**src/hdl/tcf_pkg.sv**
```systemverilog
// ---------------------------------------------------------------------------
// Touch coordinate filter package
// Shared widths, reset values, register indexes and word types.
// ---------------------------------------------------------------------------
package tcf_pkg;

	localparam int RAW_W       = 12;
	localparam int COORD_W     = 10;
	localparam int HOLD_W      = 2;
	localparam int DEADBAND_W  = 4;
	localparam int CFG_IDX_W   = 3;
	localparam int CFG_DATA_W  = 12;
	localparam int RAW_PORTS   = 5;
	localparam int SAMPLES_DEF = 5;

	// Magnitude of (median - raw low) * limit and the divider length.
	localparam int NUM_W     = RAW_W + COORD_W;
	localparam int DIV_STEPS = NUM_W;

	localparam logic [RAW_W-1:0]      X_LEFT_RST   = 12'd4000;
	localparam logic [RAW_W-1:0]      X_RIGHT_RST  = 12'd200;
	localparam logic [RAW_W-1:0]      Y_TOP_RST    = 12'd200;
	localparam logic [RAW_W-1:0]      Y_BOTTOM_RST = 12'd3600;
	localparam logic [COORD_W-1:0]    X_LIMIT_RST  = 10'd479;
	localparam logic [COORD_W-1:0]    Y_LIMIT_RST  = 10'd271;
	localparam logic [HOLD_W-1:0]     HOLD_RST     = 2'd2;
	localparam logic [DEADBAND_W-1:0] DEADBAND_RST = 4'd1;

	typedef enum logic [CFG_IDX_W-1:0] {
		REG_X_RAW_LEFT      = 3'd0,
		REG_X_RAW_RIGHT     = 3'd1,
		REG_Y_RAW_TOP       = 3'd2,
		REG_Y_RAW_BOTTOM    = 3'd3,
		REG_X_LIMIT         = 3'd4,
		REG_Y_LIMIT         = 3'd5,
		REG_RELEASE_HOLD    = 3'd6,
		REG_JITTER_DEADBAND = 3'd7
	} reg_idx_t;

	typedef struct packed {
		logic             touch_detected;
		logic [RAW_W-1:0] raw_x_0;
		logic [RAW_W-1:0] raw_x_1;
		logic [RAW_W-1:0] raw_x_2;
		logic [RAW_W-1:0] raw_x_3;
		logic [RAW_W-1:0] raw_x_4;
		logic [RAW_W-1:0] raw_y_0;
		logic [RAW_W-1:0] raw_y_1;
		logic [RAW_W-1:0] raw_y_2;
		logic [RAW_W-1:0] raw_y_3;
		logic [RAW_W-1:0] raw_y_4;
	} poll_word_t;

	typedef struct packed {
		logic               pressed;
		logic [COORD_W-1:0] point_x;
		logic [COORD_W-1:0] point_y;
	} coord_word_t;

endpackage

```
**src/hdl/tcf_if.sv**
```systemverilog
// ---------------------------------------------------------------------------
// Touch coordinate filter channels
// Valid/ready channels for the poll word and the coordinate word.
// ---------------------------------------------------------------------------
interface tcf_poll_if;
	import tcf_pkg::*;

	logic       valid;
	logic       ready;
	poll_word_t data;

	modport source (output valid, output data, input ready);
	modport sink (input valid, input data, output ready);
endinterface

interface tcf_coord_if;
	import tcf_pkg::*;

	logic        valid;
	logic        ready;
	coord_word_t data;

	modport source (output valid, output data, input ready);
	modport sink (input valid, input data, output ready);
endinterface

```
**src/hdl/touch_coordinate_filter_unit.sv**
```systemverilog
// ---------------------------------------------------------------------------
// Touch coordinate filter unit
// Median, calibration mapping, smoothing and release hold for touch polls.
// ---------------------------------------------------------------------------
// A touched poll is filtered by the single shared unit that serves both axes
// in turn: a rank count over the samples, one per cycle, then a multiply and
// a restoring divider that yields one quotient bit per cycle over 22 steps.
// A released poll skips these and goes straight to the release-hold update.
// A new poll word is taken once the previous one is finished, even while its
// coordinate word still waits to be taken.
module touch_coordinate_filter_unit
	import tcf_pkg::*;
#(
	parameter int SAMPLES_PER_AXIS = SAMPLES_DEF
) (
	input  logic                  clk,
	input  logic                  arst_n,
	tcf_poll_if.sink              poll,
	tcf_coord_if.source           coord,
	input  logic                  cfg_we,
	input  logic [CFG_IDX_W-1:0]  cfg_index,
	input  logic [CFG_DATA_W-1:0] cfg_data
);

	localparam int N      = SAMPLES_PER_AXIS;
	localparam int RANK_W = $clog2(N + 1);
	localparam int CNT_W  = $clog2(DIV_STEPS);
	localparam int PROD_W = RAW_W + COORD_W + 2;
	localparam logic [RANK_W-1:0] MID = RANK_W'(N / 2);
	localparam logic [CNT_W-1:0]  MED_LAST = CNT_W'(N - 1);
	localparam logic [CNT_W-1:0]  DIV_LAST = CNT_W'(DIV_STEPS - 1);

	typedef enum logic [6:0] {
		S_IDLE = 7'b0000001,
		S_MED  = 7'b0000010,
		S_MUL  = 7'b0000100,
		S_DIV  = 7'b0001000,
		S_MAP  = 7'b0010000,
		S_UPD  = 7'b0100000,
		S_OUT  = 7'b1000000
	} state_t;

	state_t state_q;

	logic [RAW_W-1:0]      x_left_q, x_right_q, y_top_q, y_bottom_q;
	logic [COORD_W-1:0]    x_limit_q, y_limit_q;
	logic [HOLD_W-1:0]     hold_q;
	logic [DEADBAND_W-1:0] deadband_q;

	logic [COORD_W-1:0] stable_x_q, stable_y_q;
	logic               was_pressed_q;
	logic [HOLD_W-1:0]  release_polls_q;
	logic               pressed_q;

	logic                   touch_q;
	logic                   axis_q;
	logic [CNT_W-1:0]       cnt_q;
	logic [RAW_W-1:0]       w_q [N];
	logic [RAW_W-1:0]       ys_q [N];
	logic [RAW_W-1:0]       med_q;
	logic [NUM_W-1:0]       dvd_q;
	logic [RAW_W-1:0]       rem_q;
	logic [RAW_W-1:0]       den_q;
	logic                   num_neg_q;
	logic                   span_neg_q;
	logic                   span_zero_q;
	logic [COORD_W-1:0]     map_x_q, map_y_q;
	logic                   out_valid_q;
	coord_word_t            out_q;

	logic [RAW_W-1:0]       in_x [RAW_PORTS];
	logic [RAW_W-1:0]       in_y [RAW_PORTS];
	logic [RANK_W-1:0]      lt_cnt, le_cnt;
	logic [RAW_W-1:0]       lo, hi;
	logic [COORD_W-1:0]     limit;
	logic signed [RAW_W:0]  diff_s, span_s;
	logic signed [RAW_W+COORD_W+1:0] prod_s;
	logic [RAW_W+COORD_W+1:0] prod_mag;
	logic [RAW_W:0]         shifted;
	logic [RAW_W+1:0]       trial;
	logic                   qbit;
	logic [COORD_W-1:0]     mapped;
	logic [COORD_W-1:0]     smooth_x, smooth_y;
	logic                   accept;
	logic                   out_free;

	function automatic logic [COORD_W-1:0] smooth(
		input logic [COORD_W-1:0]    old,
		input logic [COORD_W-1:0]    now,
		input logic [DEADBAND_W-1:0] band
	);
		logic [COORD_W-1:0] delta;
		logic [COORD_W+1:0] sum;
		delta = (now > old) ? now - old : old - now;
		sum   = {2'b00, old} + {1'b0, old, 1'b0} + {2'b00, now};
		return (delta > {{(COORD_W-DEADBAND_W){1'b0}}, band}) ? sum[COORD_W+1:2] : old;
	endfunction

	assign accept     = poll.valid & poll.ready;
	assign poll.ready = (state_q == S_IDLE);
	assign out_free   = ~out_valid_q | coord.ready;
	assign coord.valid = out_valid_q;
	assign coord.data  = out_q;

	always_comb begin
		in_x[0] = poll.data.raw_x_0;
		in_x[1] = poll.data.raw_x_1;
		in_x[2] = poll.data.raw_x_2;
		in_x[3] = poll.data.raw_x_3;
		in_x[4] = poll.data.raw_x_4;
		in_y[0] = poll.data.raw_y_0;
		in_y[1] = poll.data.raw_y_1;
		in_y[2] = poll.data.raw_y_2;
		in_y[3] = poll.data.raw_y_3;
		in_y[4] = poll.data.raw_y_4;
	end

	always_comb begin
		lt_cnt = '0;
		le_cnt = '0;
		for (int j = 0; j < N; j++) begin
			lt_cnt = lt_cnt + RANK_W'(w_q[j] < w_q[0]);
			le_cnt = le_cnt + RANK_W'(w_q[j] <= w_q[0]);
		end
	end

	always_comb begin
		lo       = axis_q ? y_top_q : x_left_q;
		hi       = axis_q ? y_bottom_q : x_right_q;
		limit    = axis_q ? y_limit_q : x_limit_q;
		diff_s   = $signed({1'b0, med_q}) - $signed({1'b0, lo});
		span_s   = $signed({1'b0, hi}) - $signed({1'b0, lo});
		prod_s   = PROD_W'(diff_s) * PROD_W'($signed({1'b0, limit}));
		prod_mag = prod_s[RAW_W+COORD_W+1] ? -prod_s : prod_s;
		shifted  = {rem_q, dvd_q[NUM_W-1]};
		trial    = {1'b0, shifted} - {2'b00, den_q};
		qbit     = ~trial[RAW_W+1];
		if (span_zero_q || ((num_neg_q ^ span_neg_q) && (dvd_q != '0))) begin
			mapped = '0;
		end else if (dvd_q > {{(NUM_W-COORD_W){1'b0}}, limit}) begin
			mapped = limit;
		end else begin
			mapped = dvd_q[COORD_W-1:0];
		end
		smooth_x = smooth(stable_x_q, map_x_q, deadband_q);
		smooth_y = smooth(stable_y_q, map_y_q, deadband_q);
	end

	always_ff @(posedge clk or negedge arst_n) begin
		if (!arst_n) begin
			x_left_q   <= X_LEFT_RST;
			x_right_q  <= X_RIGHT_RST;
			y_top_q    <= Y_TOP_RST;
			y_bottom_q <= Y_BOTTOM_RST;
			x_limit_q  <= X_LIMIT_RST;
			y_limit_q  <= Y_LIMIT_RST;
			hold_q     <= HOLD_RST;
			deadband_q <= DEADBAND_RST;
		end else if (cfg_we) begin
			case (reg_idx_t'(cfg_index))
				REG_X_RAW_LEFT:      x_left_q   <= cfg_data;
				REG_X_RAW_RIGHT:     x_right_q  <= cfg_data;
				REG_Y_RAW_TOP:       y_top_q    <= cfg_data;
				REG_Y_RAW_BOTTOM:    y_bottom_q <= cfg_data;
				REG_X_LIMIT:         x_limit_q  <= cfg_data[COORD_W-1:0];
				REG_Y_LIMIT:         y_limit_q  <= cfg_data[COORD_W-1:0];
				REG_RELEASE_HOLD:    hold_q     <= cfg_data[HOLD_W-1:0];
				REG_JITTER_DEADBAND: deadband_q <= cfg_data[DEADBAND_W-1:0];
				default: ;
			endcase
		end
	end

	always_ff @(posedge clk or negedge arst_n) begin
		if (!arst_n) begin
			state_q         <= S_IDLE;
			stable_x_q      <= '0;
			stable_y_q      <= '0;
			was_pressed_q   <= 1'b0;
			release_polls_q <= '0;
			pressed_q       <= 1'b0;
			out_valid_q     <= 1'b0;
			axis_q          <= 1'b0;
			cnt_q           <= '0;
		end else begin
			if (out_valid_q && coord.ready && (state_q != S_OUT)) begin
				out_valid_q <= 1'b0;
			end
			case (state_q)
				S_IDLE: begin
					if (accept) begin
						axis_q  <= 1'b0;
						cnt_q   <= '0;
						state_q <= poll.data.touch_detected ? S_MED : S_UPD;
					end
				end
				S_MED: begin
					cnt_q <= cnt_q + 1'b1;
					if (cnt_q == MED_LAST) begin
						state_q <= S_MUL;
					end
				end
				S_MUL: begin
					cnt_q   <= '0;
					state_q <= S_DIV;
				end
				S_DIV: begin
					cnt_q <= cnt_q + 1'b1;
					if (cnt_q == DIV_LAST) begin
						state_q <= S_MAP;
					end
				end
				S_MAP: begin
					cnt_q <= '0;
					if (axis_q) begin
						state_q <= S_UPD;
					end else begin
						axis_q  <= 1'b1;
						state_q <= S_MED;
					end
				end
				S_UPD: begin
					if (touch_q) begin
						stable_x_q      <= was_pressed_q ? smooth_x : map_x_q;
						stable_y_q      <= was_pressed_q ? smooth_y : map_y_q;
						was_pressed_q   <= 1'b1;
						release_polls_q <= '0;
						pressed_q       <= 1'b1;
					end else if (was_pressed_q && (release_polls_q < hold_q)) begin
						release_polls_q <= release_polls_q + 1'b1;
						pressed_q       <= 1'b1;
					end else begin
						was_pressed_q <= 1'b0;
						pressed_q     <= 1'b0;
					end
					state_q <= S_OUT;
				end
				S_OUT: begin
					if (out_free) begin
						out_valid_q <= 1'b1;
						state_q     <= S_IDLE;
					end
				end
				default: state_q <= S_IDLE;
			endcase
		end
	end

	always_ff @(posedge clk) begin
		case (state_q)
			S_IDLE: begin
				if (accept) begin
					touch_q <= poll.data.touch_detected;
					for (int i = 0; i < N; i++) begin
						w_q[i]  <= in_x[i];
						ys_q[i] <= in_y[i];
					end
				end
			end
			S_MED: begin
				if ((lt_cnt <= MID) && (le_cnt > MID)) begin
					med_q <= w_q[0];
				end
				for (int i = 0; i < N; i++) begin
					w_q[i] <= w_q[(i + 1) % N];
				end
			end
			S_MUL: begin
				dvd_q       <= prod_mag[NUM_W-1:0];
				num_neg_q   <= prod_s[RAW_W+COORD_W+1];
				rem_q       <= '0;
				den_q       <= span_s[RAW_W] ? RAW_W'(-span_s) : span_s[RAW_W-1:0];
				span_neg_q  <= span_s[RAW_W];
				span_zero_q <= (span_s == '0);
			end
			S_DIV: begin
				rem_q <= qbit ? trial[RAW_W-1:0] : shifted[RAW_W-1:0];
				dvd_q <= {dvd_q[NUM_W-2:0], qbit};
			end
			S_MAP: begin
				if (axis_q) begin
					map_y_q <= mapped;
				end else begin
					map_x_q <= mapped;
					for (int i = 0; i < N; i++) begin
						w_q[i] <= ys_q[i];
					end
				end
			end
			S_OUT: begin
				if (out_free) begin
					out_q.pressed <= pressed_q;
					out_q.point_x <= stable_x_q;
					out_q.point_y <= stable_y_q;
				end
			end
			default: ;
		endcase
	end

endmodule
```
**src/flat_wrapper.sv**
```systemverilog
// flat-port wrapper written by rule: the top's interface ports become plain ports
module touch_coordinate_filter_unit_flat import tcf_pkg::*;
#(
	parameter int SAMPLES_PER_AXIS = SAMPLES_DEF
)
  (clk, arst_n, cfg_we, cfg_index, cfg_data, poll_valid, poll_data, poll_ready, coord_valid, coord_data, coord_ready);
  tcf_poll_if poll_i ();
  tcf_coord_if coord_i ();
  input  logic clk;
  input  logic arst_n;
  input  logic cfg_we;
  input  logic [CFG_IDX_W-1:0] cfg_index;
  input  logic [CFG_DATA_W-1:0] cfg_data;
  input wire logic [$bits(poll_i.valid)-1:0] poll_valid;
  input wire logic [$bits(poll_i.data)-1:0] poll_data;
  output wire logic [$bits(poll_i.ready)-1:0] poll_ready;
  output wire logic [$bits(coord_i.valid)-1:0] coord_valid;
  output wire logic [$bits(coord_i.data)-1:0] coord_data;
  input wire logic [$bits(coord_i.ready)-1:0] coord_ready;
  assign poll_i.valid = poll_valid;
  assign poll_i.data = poll_data;
  assign poll_ready = poll_i.ready;
  assign coord_valid = coord_i.valid;
  assign coord_data = coord_i.data;
  assign coord_i.ready = coord_ready;
  touch_coordinate_filter_unit #(.SAMPLES_PER_AXIS(SAMPLES_PER_AXIS)) u_core (.clk(clk), .arst_n(arst_n), .poll(poll_i), .coord(coord_i), .cfg_we(cfg_we), .cfg_index(cfg_index), .cfg_data(cfg_data));
endmodule
```
**config.mk**
```make
export PLATFORM = sky130hd
export DESIGN_NAME = touch_coordinate_filter_unit_flat
export DESIGN_NICKNAME = d
export VERILOG_FILES = /design/src/hdl/tcf_pkg.sv /design/src/hdl/tcf_if.sv /design/src/hdl/touch_coordinate_filter_unit.sv /design/src/flat_wrapper.sv
export SDC_FILE = /design/constraint.sdc
export NUM_CORES = 1
export LEC_CHECK = 0
export BUFFER_PORTS_ARGS = -buffer_cell sky130_fd_sc_hd__buf_2
export CAP_MARGIN = 0
export CORE_AREA = 2 2 218 380
export CTS_CLUSTER_DIAMETER = 150
export DETAILED_ROUTE_END_ITERATION = 10
export DIE_AREA = 0 0 220 382
export PLACE_DENSITY = 0.52
export REMOVE_ABC_BUFFERS = 1
export SKIP_LAST_GASP = 1
export SLEW_MARGIN = 30
export SYNTH_ARGS = -nofsm -noshare
export SYNTH_HDL_FRONTEND = slang
export SYNTH_SLANG_ARGS = --single-unit
```
**constraint.sdc**
```tcl
create_clock -name clk -period 11.2 [get_ports clk]
set_clock_uncertainty 0.1 [all_clocks]
set_input_delay 0.56 -clock clk [delete_from_list [all_inputs] [get_ports clk]]
set_output_delay 0.56 -clock clk [all_outputs]
set_load 0.01 [all_outputs]
```
==> impl_metrics.toml <==
[detailed_routing]
drt-vias-per-instance = 4.99
wirelength_um = 69000
drt-initial-drc-count = 1019
drc = 0
firstDrtPassIters = 5
wl_per_cell_um = 18.7
vias = 18400
drtAntennaViolNets = 0

[cells_and_area]
areaGrowthSynthToFinish_pct = 13.1
nets = 3127
drive_gt1_share_pct = 16.3
utilization_pct = 35.9

[hold_path]
hold_path_end = "u_core.ys_q[0][55]"
hold_start = "poll_data[7]"
hold_depth = 1
worstHoldPathType = "primary input to flop"

[synthesis]
ys_seq_area_share_pct = 37.2
ys.flop_type = "edfxtp_1"
synth_common_cells = "inv_1 (301), ha_1 (228), edfxtp_1 (223), nor2_1 (200), nand2_1 (173)"
ys_seq_elements = 335
yosys_warnings = 0
syn-mean-instance-area_um2 = 10.5
synth_cells = 2452
synth_cell_types = 86
synth_largest_area_cell = "edfxtp_1"
synth.most_common_cell = "inv_1"
syn_area_um2 = 25700
synth-edff-count = 223
synth_top_cell_area_share_pct = 26.1
async_reset_ff_share_pct = 33.4
yosys-top-cells-area = "edfxtp_1 (26%), fa_1 (12%), ha_1 (11%)"

[clocking]
cts_tree = "built"
path_clk_slew_ns = 0.07
clock_sinks = 335
htreeDepth = 2
cts_made_buffers = 37
cts_root_buf = "clkbuf_16"
clkLatencyLatePin_ns = 0.57
cts_resized = 0
cts_setup_buffers = 0
clockBufferDepth = 3
cts.hold.buffers_added = 1

[placed_design]
dp_hpwl_um = 54700
place.gp.congestion = 0.845
port_buffers = 163

[setup_path]
cp.required_ns = 11.41
reg2reg_depth = 31
crit_family = "adder cells"
worst-r2r-setup-slack_ns = 2.17
startpoint_type = "flop"
r2r_start = "u_core.axis_q"
cp_max_fo = 16
crit_slowest_cell = "fa_1"
critPathCaptureType = "flop"
critPathArrivalTime_ns = 9.24
reg2reg_to = "u_core.dvd_q[21]"
path_class = "flop to flop"
crit_top_cell = "fa_1"
cp_slowest_stage_delay_ns = 0.81
critPathBufInv = 5

[floorplanning]
die_h_um = 382
ioPinCount = 164
die_w_um = 220
fp.coreArea_um2 = 80800
start_util_pct = 31.8
die_area_um2 = 84000
fp-row-count = 138

[timing]
rsz0062_at_grt = "false"
period_needed_ns = 9.03
period_share_pct = 80.6
hold_violations = 0
setup_tns_ns = 0
finalSetupViolations = 0
slew_violations = 0
max_freq_mhz = 111
max_slew_margin_pct = 36.6
tightest_slew_ns = 0.947

[grt]
grt_pass1_wl_um = 110000
grt_overflow_total = 0
grt_max_degree = 94
antenna_found_initial = 3
grtUsageTotal_pct = 16.8
grt_pass1_vias = 20200

[job]
maxCapViolCount = 0

[status]
status = "finished, final reports clean"
## through the flow
stage	instances	hold WS [ns]	cell area, um2	setup slack, ns
after floorplan	2385	0.164	25400	2.18
after global placement	3618	0.337	27700	2.37
after detailed placement	3618	0.344	27700	2.16
after CTS	3687	0.00928	29000	2.11
after global routing	3688	0.0274	29000	1.42
final	3688	0.0539	29000	2.17
## layer usage
metal | share of wire (%) | wire length (um) | global-route usage (%) | vias to the layer above
met5 | 0.025 | 17 | 0 | -
met4 | 4.4 | 3020 | 7.46 | 4
met3 | 3.9 | 2690 | 2.53 | 154
met2 | 55 | 37900 | 32.6 | 406
met1 | 37 | 25400 | 17.4 | 9052
li1 | - | - | - | 8780
## layout make-up
type	instances	area (um2)
Sequential cell	335	9540
Antenna cell	1	2.50
Clock inverter	15	180
Fill cell	8128	51800
Clock buffer	53	1100
Timing Repair Buffer	184	982
Multi-Input combinational cell	1744	14700
Inverter	306	1150
Tap cell	1050	1310
## cells in the final DEF, fill, tap and decap left out, types with 28 or more instances in the layout
| cell | synthesis | layout |
|---|---|---|
| a21o_1 | 44 | 44 |
| a21oi_1 | 117 | 117 |
| buf_2 | 11 | 162 |
| clkbuf_16 | 0 | 41 |
| dfrtp_1 | 80 | 79 |
| dfstp_2 | 32 | 32 |
| edfxtp_1 | 223 | 223 |
| fa_1 | 150 | 150 |
| ha_1 | 228 | 228 |
| inv_1 | 301 | 300 |
| mux2_2 | 100 | 100 |
| mux2i_1 | 113 | 113 |
| nand2_1 | 173 | 173 |
| nand4_1 | 28 | 28 |
| nor2_1 | 200 | 200 |
| nor2b_1 | 34 | 32 |
| nor3_1 | 40 | 37 |
| o21ai_0 | 134 | 134 |
| xnor2_1 | 71 | 71 |
| xor2_1 | 33 | 33 |
## state kept, by name (all words and copies together) (netlist names), 4 cells and up
register and flops:
u_core.x_right_q 12, u_core.stable_y_q 10, u_core.coord.data 21, u_core.map_y_q 10, u_core.state_q 7, u_core.deadband_q 4, u_core.rem_q 12, u_core.cnt_q 5
u_core.x_limit_q 10, u_core.stable_x_q 10, u_core.y_bottom_q 12, u_core.y_top_q 12, u_core.den_q 12, u_core.map_x_q 10, u_core.dvd_q 22, u_core.x_left_q 12
u_core.w_q 60, u_core.med_q 12, u_core.ys_q 60, u_core.y_limit_q 10
## worst max-delay path by stage
stage	depth (start not counted)	from	to
finish	31	u_core.axis_q	u_core.dvd_q[21]
global route	31	u_core.axis_q	u_core.dvd_q[21]
CTS	31	u_core.axis_q	u_core.dvd_q[21]
detailed placement	31	u_core.axis_q	u_core.dvd_q[21]
global placement	31	u_core.axis_q	u_core.dvd_q[21]
floorplan	30	u_core.axis_q	u_core.dvd_q[21]
## logic make-up after synthesis
group	after synthesis	synth area share, %
AND/OR/NAND/NOR	621	11.5
flip-flops	335	37.2
buffers and inverters	373	5.57
AO/OA/AOI/OAI	421	10.2
multiplexers	218	9.03
adder cells (fa/ha/maj)	378	22.8
XOR/XNOR	106	3.71
Power is left out: the tool's default activity adds up to more than one toggle a clock period on the data nets, which glitch-free logic cannot reach.
